## config.mk

```make
export PLATFORM = sky130hd
export DESIGN_NAME = lpntc_step
export DESIGN_NICKNAME = d
export VERILOG_FILES = /design/src/rtl/lpntc_pkg.sv /design/src/rtl/lpntc_step.sv
export SDC_FILE = /design/constraint.sdc
export NUM_CORES = 1
export LEC_CHECK = 0
export BUFFER_PORTS_ARGS = -buffer_cell sky130_fd_sc_hd__buf_2
export CAP_MARGIN = 20
export CORE_MARGIN = 2
export CORE_UTILIZATION = 48
export DETAILED_ROUTE_END_ITERATION = 6
export PLACE_DENSITY_LB_ADDON = 0.12
export RECOVER_POWER = 100
export SYNTH_ARGS = -nofsm -noshare
export SYNTH_HDL_FRONTEND = slang
export SYNTH_SLANG_ARGS = --single-unit
export TNS_END_PERCENT = 1
```

## constraint.sdc

```tcl
create_clock -name clk_i -period 15.3 [get_ports clk_i]
set_input_delay 3.06 -clock clk_i [delete_from_list [all_inputs] [get_ports clk_i]]
set_output_delay 3.06 -clock clk_i [all_outputs]
set_load 0.01 [all_outputs]
```

## src/rtl/lpntc_pkg.sv

```systemverilog
// Shared types and codes for the length-prefixed name table checker.
package lpntc_pkg;

  // Byte roles reported with every result
  localparam logic [2:0] ROLE_HEADER  = 3'd0;
  localparam logic [2:0] ROLE_LEN_HI  = 3'd1;
  localparam logic [2:0] ROLE_LEN_LO  = 3'd2;
  localparam logic [2:0] ROLE_NAME    = 3'd3;
  localparam logic [2:0] ROLE_IGNORED = 3'd4;

  // Error codes, first one found in a frame is latched
  localparam logic [2:0] ERR_NONE     = 3'd0;
  localparam logic [2:0] ERR_VERSION  = 3'd1;
  localparam logic [2:0] ERR_RESERVED = 3'd2;
  localparam logic [2:0] ERR_EMPTY    = 3'd3;
  localparam logic [2:0] ERR_NUL      = 3'd4;
  localparam logic [2:0] ERR_TRUNC    = 3'd5;
  localparam logic [2:0] ERR_TRAIL    = 3'd6;

  // Version expected after reset
  localparam logic [7:0] VERSION_RESET = 8'd1;

  // Result of one byte
  typedef struct packed {
    logic [2:0]  byte_role;
    logic        section;
    logic [15:0] record_index;
    logic [7:0]  name_byte;
    logic        name_end;
    logic        frame_done;
    logic        frame_ok;
    logic [2:0]  error_code;
    logic [15:0] flag_total;
    logic [15:0] value_total;
  } result_t;

endpackage

```

## src/rtl/lpntc_step.sv

```systemverilog
// Frame parser state and per-byte classification logic.
module lpntc_step (
  input  logic                clk_i,
  input  logic                rst_ni,
  input  logic                accept_i,
  input  logic [7:0]          data_byte_i,
  input  logic                frame_end_i,
  input  logic [7:0]          format_version_i,
  output lpntc_pkg::result_t  result_o
);

  localparam logic [2:0] PH_HEADER = 3'd0;
  localparam logic [2:0] PH_LEN_HI = 3'd1;
  localparam logic [2:0] PH_LEN_LO = 3'd2;
  localparam logic [2:0] PH_NAME   = 3'd3;
  localparam logic [2:0] PH_DONE   = 3'd4;
  localparam logic [2:0] PH_ERROR  = 3'd5;

  localparam logic [2:0] HDR_LAST  = 3'd5;

  logic [2:0]  phase_q, phase_d;
  logic [2:0]  hdr_pos_q, hdr_pos_d;
  logic [15:0] flag_cnt_q, flag_cnt_d;
  logic [15:0] value_cnt_q, value_cnt_d;
  logic        section_q, section_d;
  logic [15:0] records_q, records_d;
  logic [15:0] left_q, left_d;
  logic [7:0]  len_hi_q, len_hi_d;
  logic [2:0]  first_err_q, first_err_d;

  // Record seek: next record, next section or done
  logic        seek_sec_in;
  logic [15:0] seek_rec_in;
  logic [15:0] seek_vcnt;
  logic        seek_sec;
  logic [15:0] seek_rec;
  logic [2:0]  seek_phase;

  always_comb begin
    if (phase_q == PH_HEADER) begin
      seek_sec_in = 1'b0;
      seek_rec_in = '0;
      seek_vcnt   = {value_cnt_q[7:0], data_byte_i};
    end else begin
      seek_sec_in = section_q;
      seek_rec_in = records_q + 16'd1;
      seek_vcnt   = value_cnt_q;
    end
    seek_sec = seek_sec_in;
    seek_rec = seek_rec_in;
    if (!seek_sec_in && (seek_rec_in >= flag_cnt_q)) begin
      seek_sec = 1'b1;
      seek_rec = '0;
    end
    if (seek_sec && (seek_rec >= seek_vcnt)) begin
      seek_phase = PH_DONE;
    end else begin
      seek_phase = PH_LEN_HI;
    end
  end

  // Classify the byte and compute the next frame state
  logic       raise;
  logic [2:0] raise_code;
  logic [15:0] len_word;

  assign len_word = {len_hi_q, data_byte_i};

  always_comb begin
    phase_d     = phase_q;
    hdr_pos_d   = hdr_pos_q;
    flag_cnt_d  = flag_cnt_q;
    value_cnt_d = value_cnt_q;
    section_d   = section_q;
    records_d   = records_q;
    left_d      = left_q;
    len_hi_d    = len_hi_q;
    raise       = 1'b0;
    raise_code  = lpntc_pkg::ERR_NONE;

    result_o              = '0;
    result_o.byte_role    = lpntc_pkg::ROLE_IGNORED;
    result_o.section      = section_q;
    result_o.record_index = records_q;

    case (phase_q)
      PH_HEADER: begin
        result_o.byte_role    = lpntc_pkg::ROLE_HEADER;
        result_o.section      = 1'b0;
        result_o.record_index = '0;
        case (hdr_pos_q)
          3'd0: begin
            if (data_byte_i != format_version_i) begin
              raise      = 1'b1;
              raise_code = lpntc_pkg::ERR_VERSION;
            end
          end
          3'd1: begin
            if (data_byte_i != 8'd0) begin
              raise      = 1'b1;
              raise_code = lpntc_pkg::ERR_RESERVED;
            end
          end
          3'd2, 3'd3: flag_cnt_d = {flag_cnt_q[7:0], data_byte_i};
          default: value_cnt_d = {value_cnt_q[7:0], data_byte_i};
        endcase
        if (!raise) begin
          if (hdr_pos_q >= HDR_LAST) begin
            hdr_pos_d = '0;
            section_d = seek_sec;
            records_d = seek_rec;
            phase_d   = seek_phase;
          end else begin
            hdr_pos_d = hdr_pos_q + 3'd1;
          end
        end
      end
      PH_LEN_HI: begin
        result_o.byte_role = lpntc_pkg::ROLE_LEN_HI;
        len_hi_d           = data_byte_i;
        phase_d            = PH_LEN_LO;
      end
      PH_LEN_LO: begin
        result_o.byte_role = lpntc_pkg::ROLE_LEN_LO;
        left_d             = len_word;
        if (len_word == 16'd0) begin
          raise      = 1'b1;
          raise_code = lpntc_pkg::ERR_EMPTY;
        end else begin
          phase_d = PH_NAME;
        end
      end
      PH_NAME: begin
        result_o.byte_role = lpntc_pkg::ROLE_NAME;
        result_o.name_byte = data_byte_i;
        if (data_byte_i == 8'd0) begin
          raise      = 1'b1;
          raise_code = lpntc_pkg::ERR_NUL;
        end else begin
          left_d = left_q - 16'd1;
          if (left_q == 16'd1) begin
            result_o.name_end = 1'b1;
            section_d         = seek_sec;
            records_d         = seek_rec;
            phase_d           = seek_phase;
          end
        end
      end
      PH_DONE: begin
        raise      = 1'b1;
        raise_code = lpntc_pkg::ERR_TRAIL;
      end
      default: begin
        result_o.byte_role = lpntc_pkg::ROLE_IGNORED;
      end
    endcase

    // Latch only the first error of the frame
    first_err_d = first_err_q;
    if (raise) begin
      phase_d = PH_ERROR;
      if (first_err_q == lpntc_pkg::ERR_NONE) begin
        first_err_d = raise_code;
      end
    end

    // Close the frame on its last byte
    if (frame_end_i) begin
      if ((first_err_d == lpntc_pkg::ERR_NONE) && (phase_d != PH_DONE)) begin
        first_err_d = lpntc_pkg::ERR_TRUNC;
      end
      result_o.frame_done = 1'b1;
      result_o.frame_ok   = (first_err_d == lpntc_pkg::ERR_NONE);
    end
    result_o.error_code  = first_err_d;
    result_o.flag_total  = flag_cnt_d;
    result_o.value_total = value_cnt_d;
  end

  // Advance the frame state on each accepted byte, rearm after the last one
  always_ff @(posedge clk_i or negedge rst_ni) begin
    if (!rst_ni) begin
      phase_q     <= PH_HEADER;
      hdr_pos_q   <= '0;
      flag_cnt_q  <= '0;
      value_cnt_q <= '0;
      section_q   <= 1'b0;
      records_q   <= '0;
      left_q      <= '0;
      len_hi_q    <= '0;
      first_err_q <= lpntc_pkg::ERR_NONE;
    end else if (accept_i) begin
      if (frame_end_i) begin
        phase_q     <= PH_HEADER;
        hdr_pos_q   <= '0;
        flag_cnt_q  <= '0;
        value_cnt_q <= '0;
        section_q   <= 1'b0;
        records_q   <= '0;
        left_q      <= '0;
        len_hi_q    <= '0;
        first_err_q <= lpntc_pkg::ERR_NONE;
      end else begin
        phase_q     <= phase_d;
        hdr_pos_q   <= hdr_pos_d;
        flag_cnt_q  <= flag_cnt_d;
        value_cnt_q <= value_cnt_d;
        section_q   <= section_d;
        records_q   <= records_d;
        left_q      <= left_d;
        len_hi_q    <= len_hi_d;
        first_err_q <= first_err_d;
      end
    end
  end

endmodule
```

==> results.yml, run 1 <==
synthesis:
  synth.most_common_cell: "o21ai_0"
  yosysUniqueCellTypes: 67
  yosys-top-cells-area: "dfrtp_1, o21ai_0, ha_1"
  synth-main-ff-cell: "dfrtp_1"
  post_synth_most_frequent_cells: "o21ai_0, dfrtp_1, nor2_1"
  async_flop_share_pct: 100
  synth.avg_cell_area_sq_um: 8.15
  synth_seq_cells: 82
  synth_top_area_cell: "dfrtp_1"
  synth_nets: 811
  yosys_warnings: 0
  ys_seq_area_share_pct: 33.5
  synth_top_area_share_pct: 33.5
  synth_edf_count: 0
  synthCells: 751
  synth_area_sq_um: 6120
clock_network:
  clock_path_buffers: 2
  cts_tree: "yes"
  clkLatencyLatePin_ns: 0.35
  cts_setup_buffers: 0
  cts_root_buf: "clkbuf_16"
  numCtsBuffers: 9
  cts.sinks: 82
  hold_buffers: 0
  clkTransAtPathRegs_ns: 0.07
  htree_num_levels: 3
  cts_resized: 0
pwr:
  power_uw: 901
  p_per_area_nw_per_um2: 134
  p_leak_nw: 2.98
  vdd_ir_drop_max_mv: 0.0657
placed_design:
  dp_slack_ns: 6.58
  io_buffers: 85
  place.gp.congestion: 0.914
  dpl.hpwl_um: 12200
worst_setup_path:
  critPathArrivalTime_ns: 7.33
  rrSetupSlack_ns: 8.79
  reg2regPathDepth: 19
  critPathMaxStageDelay_ns: 1.31
  crit_top_cell: "nor3_1"
  crit_fanout: 45
  cp-end-kind: "output pin"
  required_ns: 12.24
  worstSetupStartpointType: "flop"
  worstSetupPathType: "flop to output pin"
  cp_slowest_cell: "clkbuf_1"
  cp_cell_sequence: "nor3_1, clkbuf_1, nor2_1, ha_1, nand2_1, nor3_1, nand3_1, o21a_1, nor2_1, clkbuf_1, nor3_1, ha_1, nand2_1, o21ai_0, a41oi_1, o41ai_1, a31oi_1, nor3_1, nor4b_1, buf_2"
  r2r-end: "phase_q[0]"
  r2r_start: "phase_q[2]"
global_route:
  grt_pass1_wl_um: 27700
  grt_pass1_vias: 5323
  antenna_found_initial: 0
  grt-ovfl-total: 0
  grt_max_degree: 83
  grt_usage_pct: 26.4
cells_and_area:
  multiInputGateArea_sq_um: 3620
  fillers: 1293
  drive_gt1_share_pct: 10.4
  antenna_cells: 0
  fin_util_pct: 53.8
  area_growth_pct: 9.95
  fin_nets: 871
  final-seq-area_sq_um: 2050
timing:
  clock_skew_ns: 0.00882
  period_minus_slack_ns: 10.39
  setup_viol: 0
  maxSlewViolCount: 168
  tns_ns: 0
  rsz0062_at_grt: "no"
  layout_setup_ws_ns: 4.91
  relSlewSlack_pct: -60.3
  worst_pin_slew_ns: 2.40
  finalCritPeriodShare_pct: 67.9
  worst_hold_slack_ns: 0.500
  hold_viol: 0
  timing.fmax_ghz: 0.0963
hold_path:
  hold_path_end: "section_q"
  min_path_cells: 2
  hold_path.class: "flop to flop"
  holdCritStartpoint: "section_q"
drt:
  viasPerCell: 5.70
  drc_errors: 0
  antenna_left: 0
  firstDrtPassIters: 5
  post_drt_wl_per_cell_um: 17.5
  totalWireLength_um: 17300
  drtIter0Drc: 491
  vias: 5635
floorplan:
  fp.dieW_um: 117
  initial_core_util_pct: 48.9
  core-area_sq_um: 12500
  io_pins: 86
  num_rows: 41
  die_h_um: 117
  fp.dieArea_sq_um: 13700
status:
  violations: "max-capacitance violations, max-slew violations"
  outcome: "finished, violations left"
flow_run:
  cap_violations: 5
registers in the layout (all words and copies together) (netlist names):
register and cells:
len_hi_q 8, section_q 1, phase_q 3, first_err_q 3
left_q 16, records_q 16, value_cnt_q 16, flag_cnt_q 16
hdr_pos_q 3
kinds of logic (layout without fill, tap and decap cells):
family          after synthesis  after routing  share of synthesized area, %
compound gates              211            211                          20.6
xor+xnor                     22             22                          3.15
fa+ha+maj                    40             40                          8.18
buf+inv                      91            156                          6.23
flops                        82             82                          33.5
mux                          17             17                          3.11
simple gates                288            288                          25.2
worst max-delay path by stage:
stage / slack (ns) / to / from / depth (start not counted)
6_report: 4.91 / result_o[35] / phase_q[2] / 20
2_1_floorplan: 7.20 / result_o[35] / data_byte_i[2] / 10
3_5_place_dp: 6.58 / result_o[35] / phase_q[1] / 20
4_1_cts: 6.16 / result_o[35] / phase_q[1] / 20
3_3_place_gp: 6.64 / result_o[35] / data_byte_i[5] / 11
5_1_grt: 4.15 / result_o[35] / phase_q[1] / 20
metrics by stage:
stage	instance area, sq um	instances
after floorplan	6120	751
after global placement	6610	969
after detailed placement	6610	969
after CTS	6870	985
after global routing	6730	988
final	6730	988
final cells by class:
cell class                 instances  share of cell area [%]
clock buffer                      11                    3.46
clock inverter                     5                   0.465
inverter                          45                    2.51
multi-input combinational        578                    53.8
sequential                        82                    30.5
tap                              172                    3.20
timing repair buffer              95                    6.10
routing by layer:
metal	vias up	share of wire, %	track usage, %
met3	32	4.2	4.07
met5	-	0	0
met4	0	2.9	9.10
met1	2696	46	35.9
met2	157	47	43.2
li1	2750	-	-
where the power goes:
| part | switching [mW] | internal, mW |
|---|---|---|
| logic | 0.275 | 0.143 |
| registers | 0.0369 | 0.246 |
| clock network | 0.0914 | 0.110 |
| total | 0.403 | 0.498 |
cell usage in the layout (no fill, tap or decap), drive strengths merged, types with 10 or more instances in the layout:
cell and count:
ha 40, nor3 33, nor2 72, dfrtp 82, a22o 15, xnor2 12, nand2 53, o21ai 108
and2 19, a21oi 51, clkbuf 65, mux2 16, and3 13, xor2 10, nand3 12, nand2b 45
inv 45, buf 41
worst max-delay path, delay by kind of cell (launching register included):
family                     cells  cell delay [ns]
AOI/OAI and AO/OA              5             1.35
adders and majority gates      2             0.79
buffers and inverters          3             2.06
DFF                            1             0.53
and+or+nand+nor               10             2.22
No activity file was read; power rests on OpenSTA's default activity.
==> run 2: changes to the inputs <==
--- a/config.mk
+++ b/config.mk
@@ -5,6 +5,7 @@
 export SDC_FILE = /design/constraint.sdc
 export NUM_CORES = 1
 export LEC_CHECK = 0
+export ABC_AREA = 1
 export BUFFER_PORTS_ARGS = -buffer_cell sky130_fd_sc_hd__buf_2
 export CAP_MARGIN = 20
 export CORE_MARGIN = 2
==> constraint.sdc (replaced) <==
create_clock -name clk_i -period 9.1 [get_ports clk_i]
set_input_delay 1.82 -clock clk_i [delete_from_list [all_inputs] [get_ports clk_i]]
set_output_delay 1.82 -clock clk_i [all_outputs]
set_load 0.01 [all_outputs]
==> run 2 against run 1 <==
Compared with the run above: the run still ends with max-capacitance violations, max-slew violations left; via count grew 4.6%; power grew 140%; cell count grew 14%; final area grew 1.5%; sequential power rose by 82%; routed wire length up 0.32%; core utilization rose by 0.56 points; combinational power grew to 2.9 times the previous value; critical path type unchanged; largest cell class unchanged.
==> results.yml, run 2 <==
status:
  outcome: "finished, violations left"
  violations: "max-capacitance violations, max-slew violations"
drt:
  totalWireLength_um: 17300
  antenna_left: 0
  drc_errors: 0
  viasPerCell: 5.23
  post_drt_wl_per_cell_um: 15.4
  vias: 5896
  drtIter0Drc: 455
  firstDrtPassIters: 7
clock_network:
  cts_setup_buffers: 0
  hold_buffers: 0
  clkTransAtPathRegs_ns: 0.06
  cts_tree: "yes"
  clkLatencyLatePin_ns: 0.35
  clock_path_buffers: 2
  numCtsBuffers: 9
  cts.sinks: 82
  cts_root_buf: "clkbuf_16"
  cts_resized: 0
  htree_num_levels: 3
timing:
  period_minus_slack_ns: 7.60
  setup_viol: 0
  clock_skew_ns: 0.00700
  layout_setup_ws_ns: 1.50
  tns_ns: 0
  worst_pin_slew_ns: 2.77
  hold_viol: 0
  maxSlewViolCount: 176
  relSlewSlack_pct: -84.6
  finalCritPeriodShare_pct: 83.5
  rsz0062_at_grt: "no"
  timing.fmax_ghz: 0.132
worst_setup_path:
  reg2regPathDepth: 11
  crit_fanout: 45
  cp_slowest_cell: "inv_1"
  worstSetupStartpointType: "flop"
  required_ns: 7.28
  worstSetupPathType: "flop to output pin"
  endpoint: "result_o[34]"
  r2r-end: "records_q[13]"
  critPathMaxStageDelay_ns: 0.81
  critPathArrivalTime_ns: 5.78
  crit_start: "phase_q[0]"
  r2r_start: "phase_q[0]"
  cp-end-kind: "output pin"
  rrSetupSlack_ns: 3.33
  crit_top_cell: "nand2_1"
pwr:
  p_per_area_nw_per_um2: 310
  vdd_ir_drop_max_mv: 0.250
  pwr-share-comb_pct: 56.3
  p_sw_share_pct: 49.4
  pwr-share-seq_pct: 24.3
  switchingPower_mw: 1.05
  clkPwrFrac_pct: 19.4
  p_int_mw: 1.07
  p_leak_nw: 3.75
cells_and_area:
  antenna_cells: 0
  layout_commonest_cell: "nand2_1"
  fin_nets: 1011
  stdcell_area_sq_um: 6830
  fin_util_pct: 54.3
  area_growth_pct: 10.9
  final_cells: 1128
  drive_gt1_share_pct: 6.90
  layout_common_cells: "nand2_1, inv_1, o21ai_0, dfrtp_1, nor2_1"
floorplan:
  fp.dieW_um: 117
  initial_core_util_pct: 49.0
  die_h_um: 117
  fp.dieArea_sq_um: 13700
  num_rows: 41
  io_pins: 86
  core-area_sq_um: 12600
synthesis:
  yosys_warnings: 0
  yosys-top-cells-area: "dfrtp_1, nand2_1, inv_1"
  synth-main-ff-cell: "dfrtp_1"
  post_synth_most_frequent_cells: "nand2_1, inv_1, o21ai_0"
  async_flop_share_pct: 100
  synth_top_area_share_pct: 33.3
  yosysUniqueCellTypes: 47
  synth_seq_cells: 82
  synth.most_common_cell: "nand2_1"
  synth_area_sq_um: 6160
  synth_top_area_cell: "dfrtp_1"
  synth_nets: 950
  ys_seq_area_share_pct: 33.3
  synthCells: 890
  synth_edf_count: 0
  synth.avg_cell_area_sq_um: 6.92
global_route:
  grt_max_degree: 51
  grt-ovfl-total: 0
  grt_pass1_vias: 5584
  grt_usage_pct: 26.8
  antenna_found_initial: 0
  grt_pass1_wl_um: 28100
placed_design:
  dpl-instance-area_sq_um: 6640
  dp_cells: 1111
  dpl.hpwl_um: 12900
  place.gp.congestion: 0.921
  dp_slack_ns: 2.33
  io_buffers: 85
hold_path:
  hold_path.class: "flop to flop"
flow_run:
  cap_violations: 5
-- run 2: layer usage --
metal	routed length, um	track usage (%)	vias to the layer above	part of all wire (%)
met1	8050	35.9	2671	46
li1	-	-	3013	-
met5	0	0	-	0
met2	7900	43.0	170	46
met3	827	4.53	42	4.8
met4	562	11.0	0	3.2
-- run 2: stage by stage --
step	power [mW]	hold WS [ns]
6_report	2.12	0.541
5_1_grt	2.34	0.560
2_1_floorplan	1.42	0.492
3_3_place_gp	1.74	0.519
3_5_place_dp	1.75	0.524
4_1_cts	2.16	0.541
-- run 2: worst max-delay path: cells and delay by family (launching register included) --
kind,cells,cell delay (ns)
fa+ha+maj,2,0.63
simple gates,18,2.78
flops,1,0.45
compound gates,4,0.45
buf+inv,4,1.09
-- run 2: cell type report --
type                       count  area, sq um
fill                        1293         5740
multi-input combinational    597         3220
sequential                    82         2050
inverter                     173          649
timing repair buffer          88          360
clock buffer                  10          239
tap                          172          215
clock inverter                 6         88.8
-- run 2: power by group through the flow --
stage | clock [mW] | combinational (mW) | sequential, mW
floorplan | 0 | 0.922 | 0.498
global placement | 0 | 1.22 | 0.521
detailed placement | 0 | 1.22 | 0.524
CTS | 0.415 | 1.23 | 0.517
global route | 0.431 | 1.38 | 0.526
finish | 0.411 | 1.19 | 0.515
-- run 2: worst min path at each step --
stage                       from           end  slack (ns)  cells after the start
finish                left_q[11]    left_q[11]        0.54                      1
CTS                   left_q[11]    left_q[11]        0.54                      1
detailed placement    left_q[11]    left_q[11]        0.52                      1
global placement      left_q[11]    left_q[11]        0.52                      1
global route           section_q     section_q        0.56                      2
floorplan           hdr_pos_q[1]  hdr_pos_q[1]        0.49                      2
-- run 2: cells by family after synthesis --
kind of cell,share of synthesized area (%)
xor+xnor,1.99
compound gates,19.2
simple gates,23.9
flops,33.3
fa+ha+maj,8.13
buf+inv,13.4
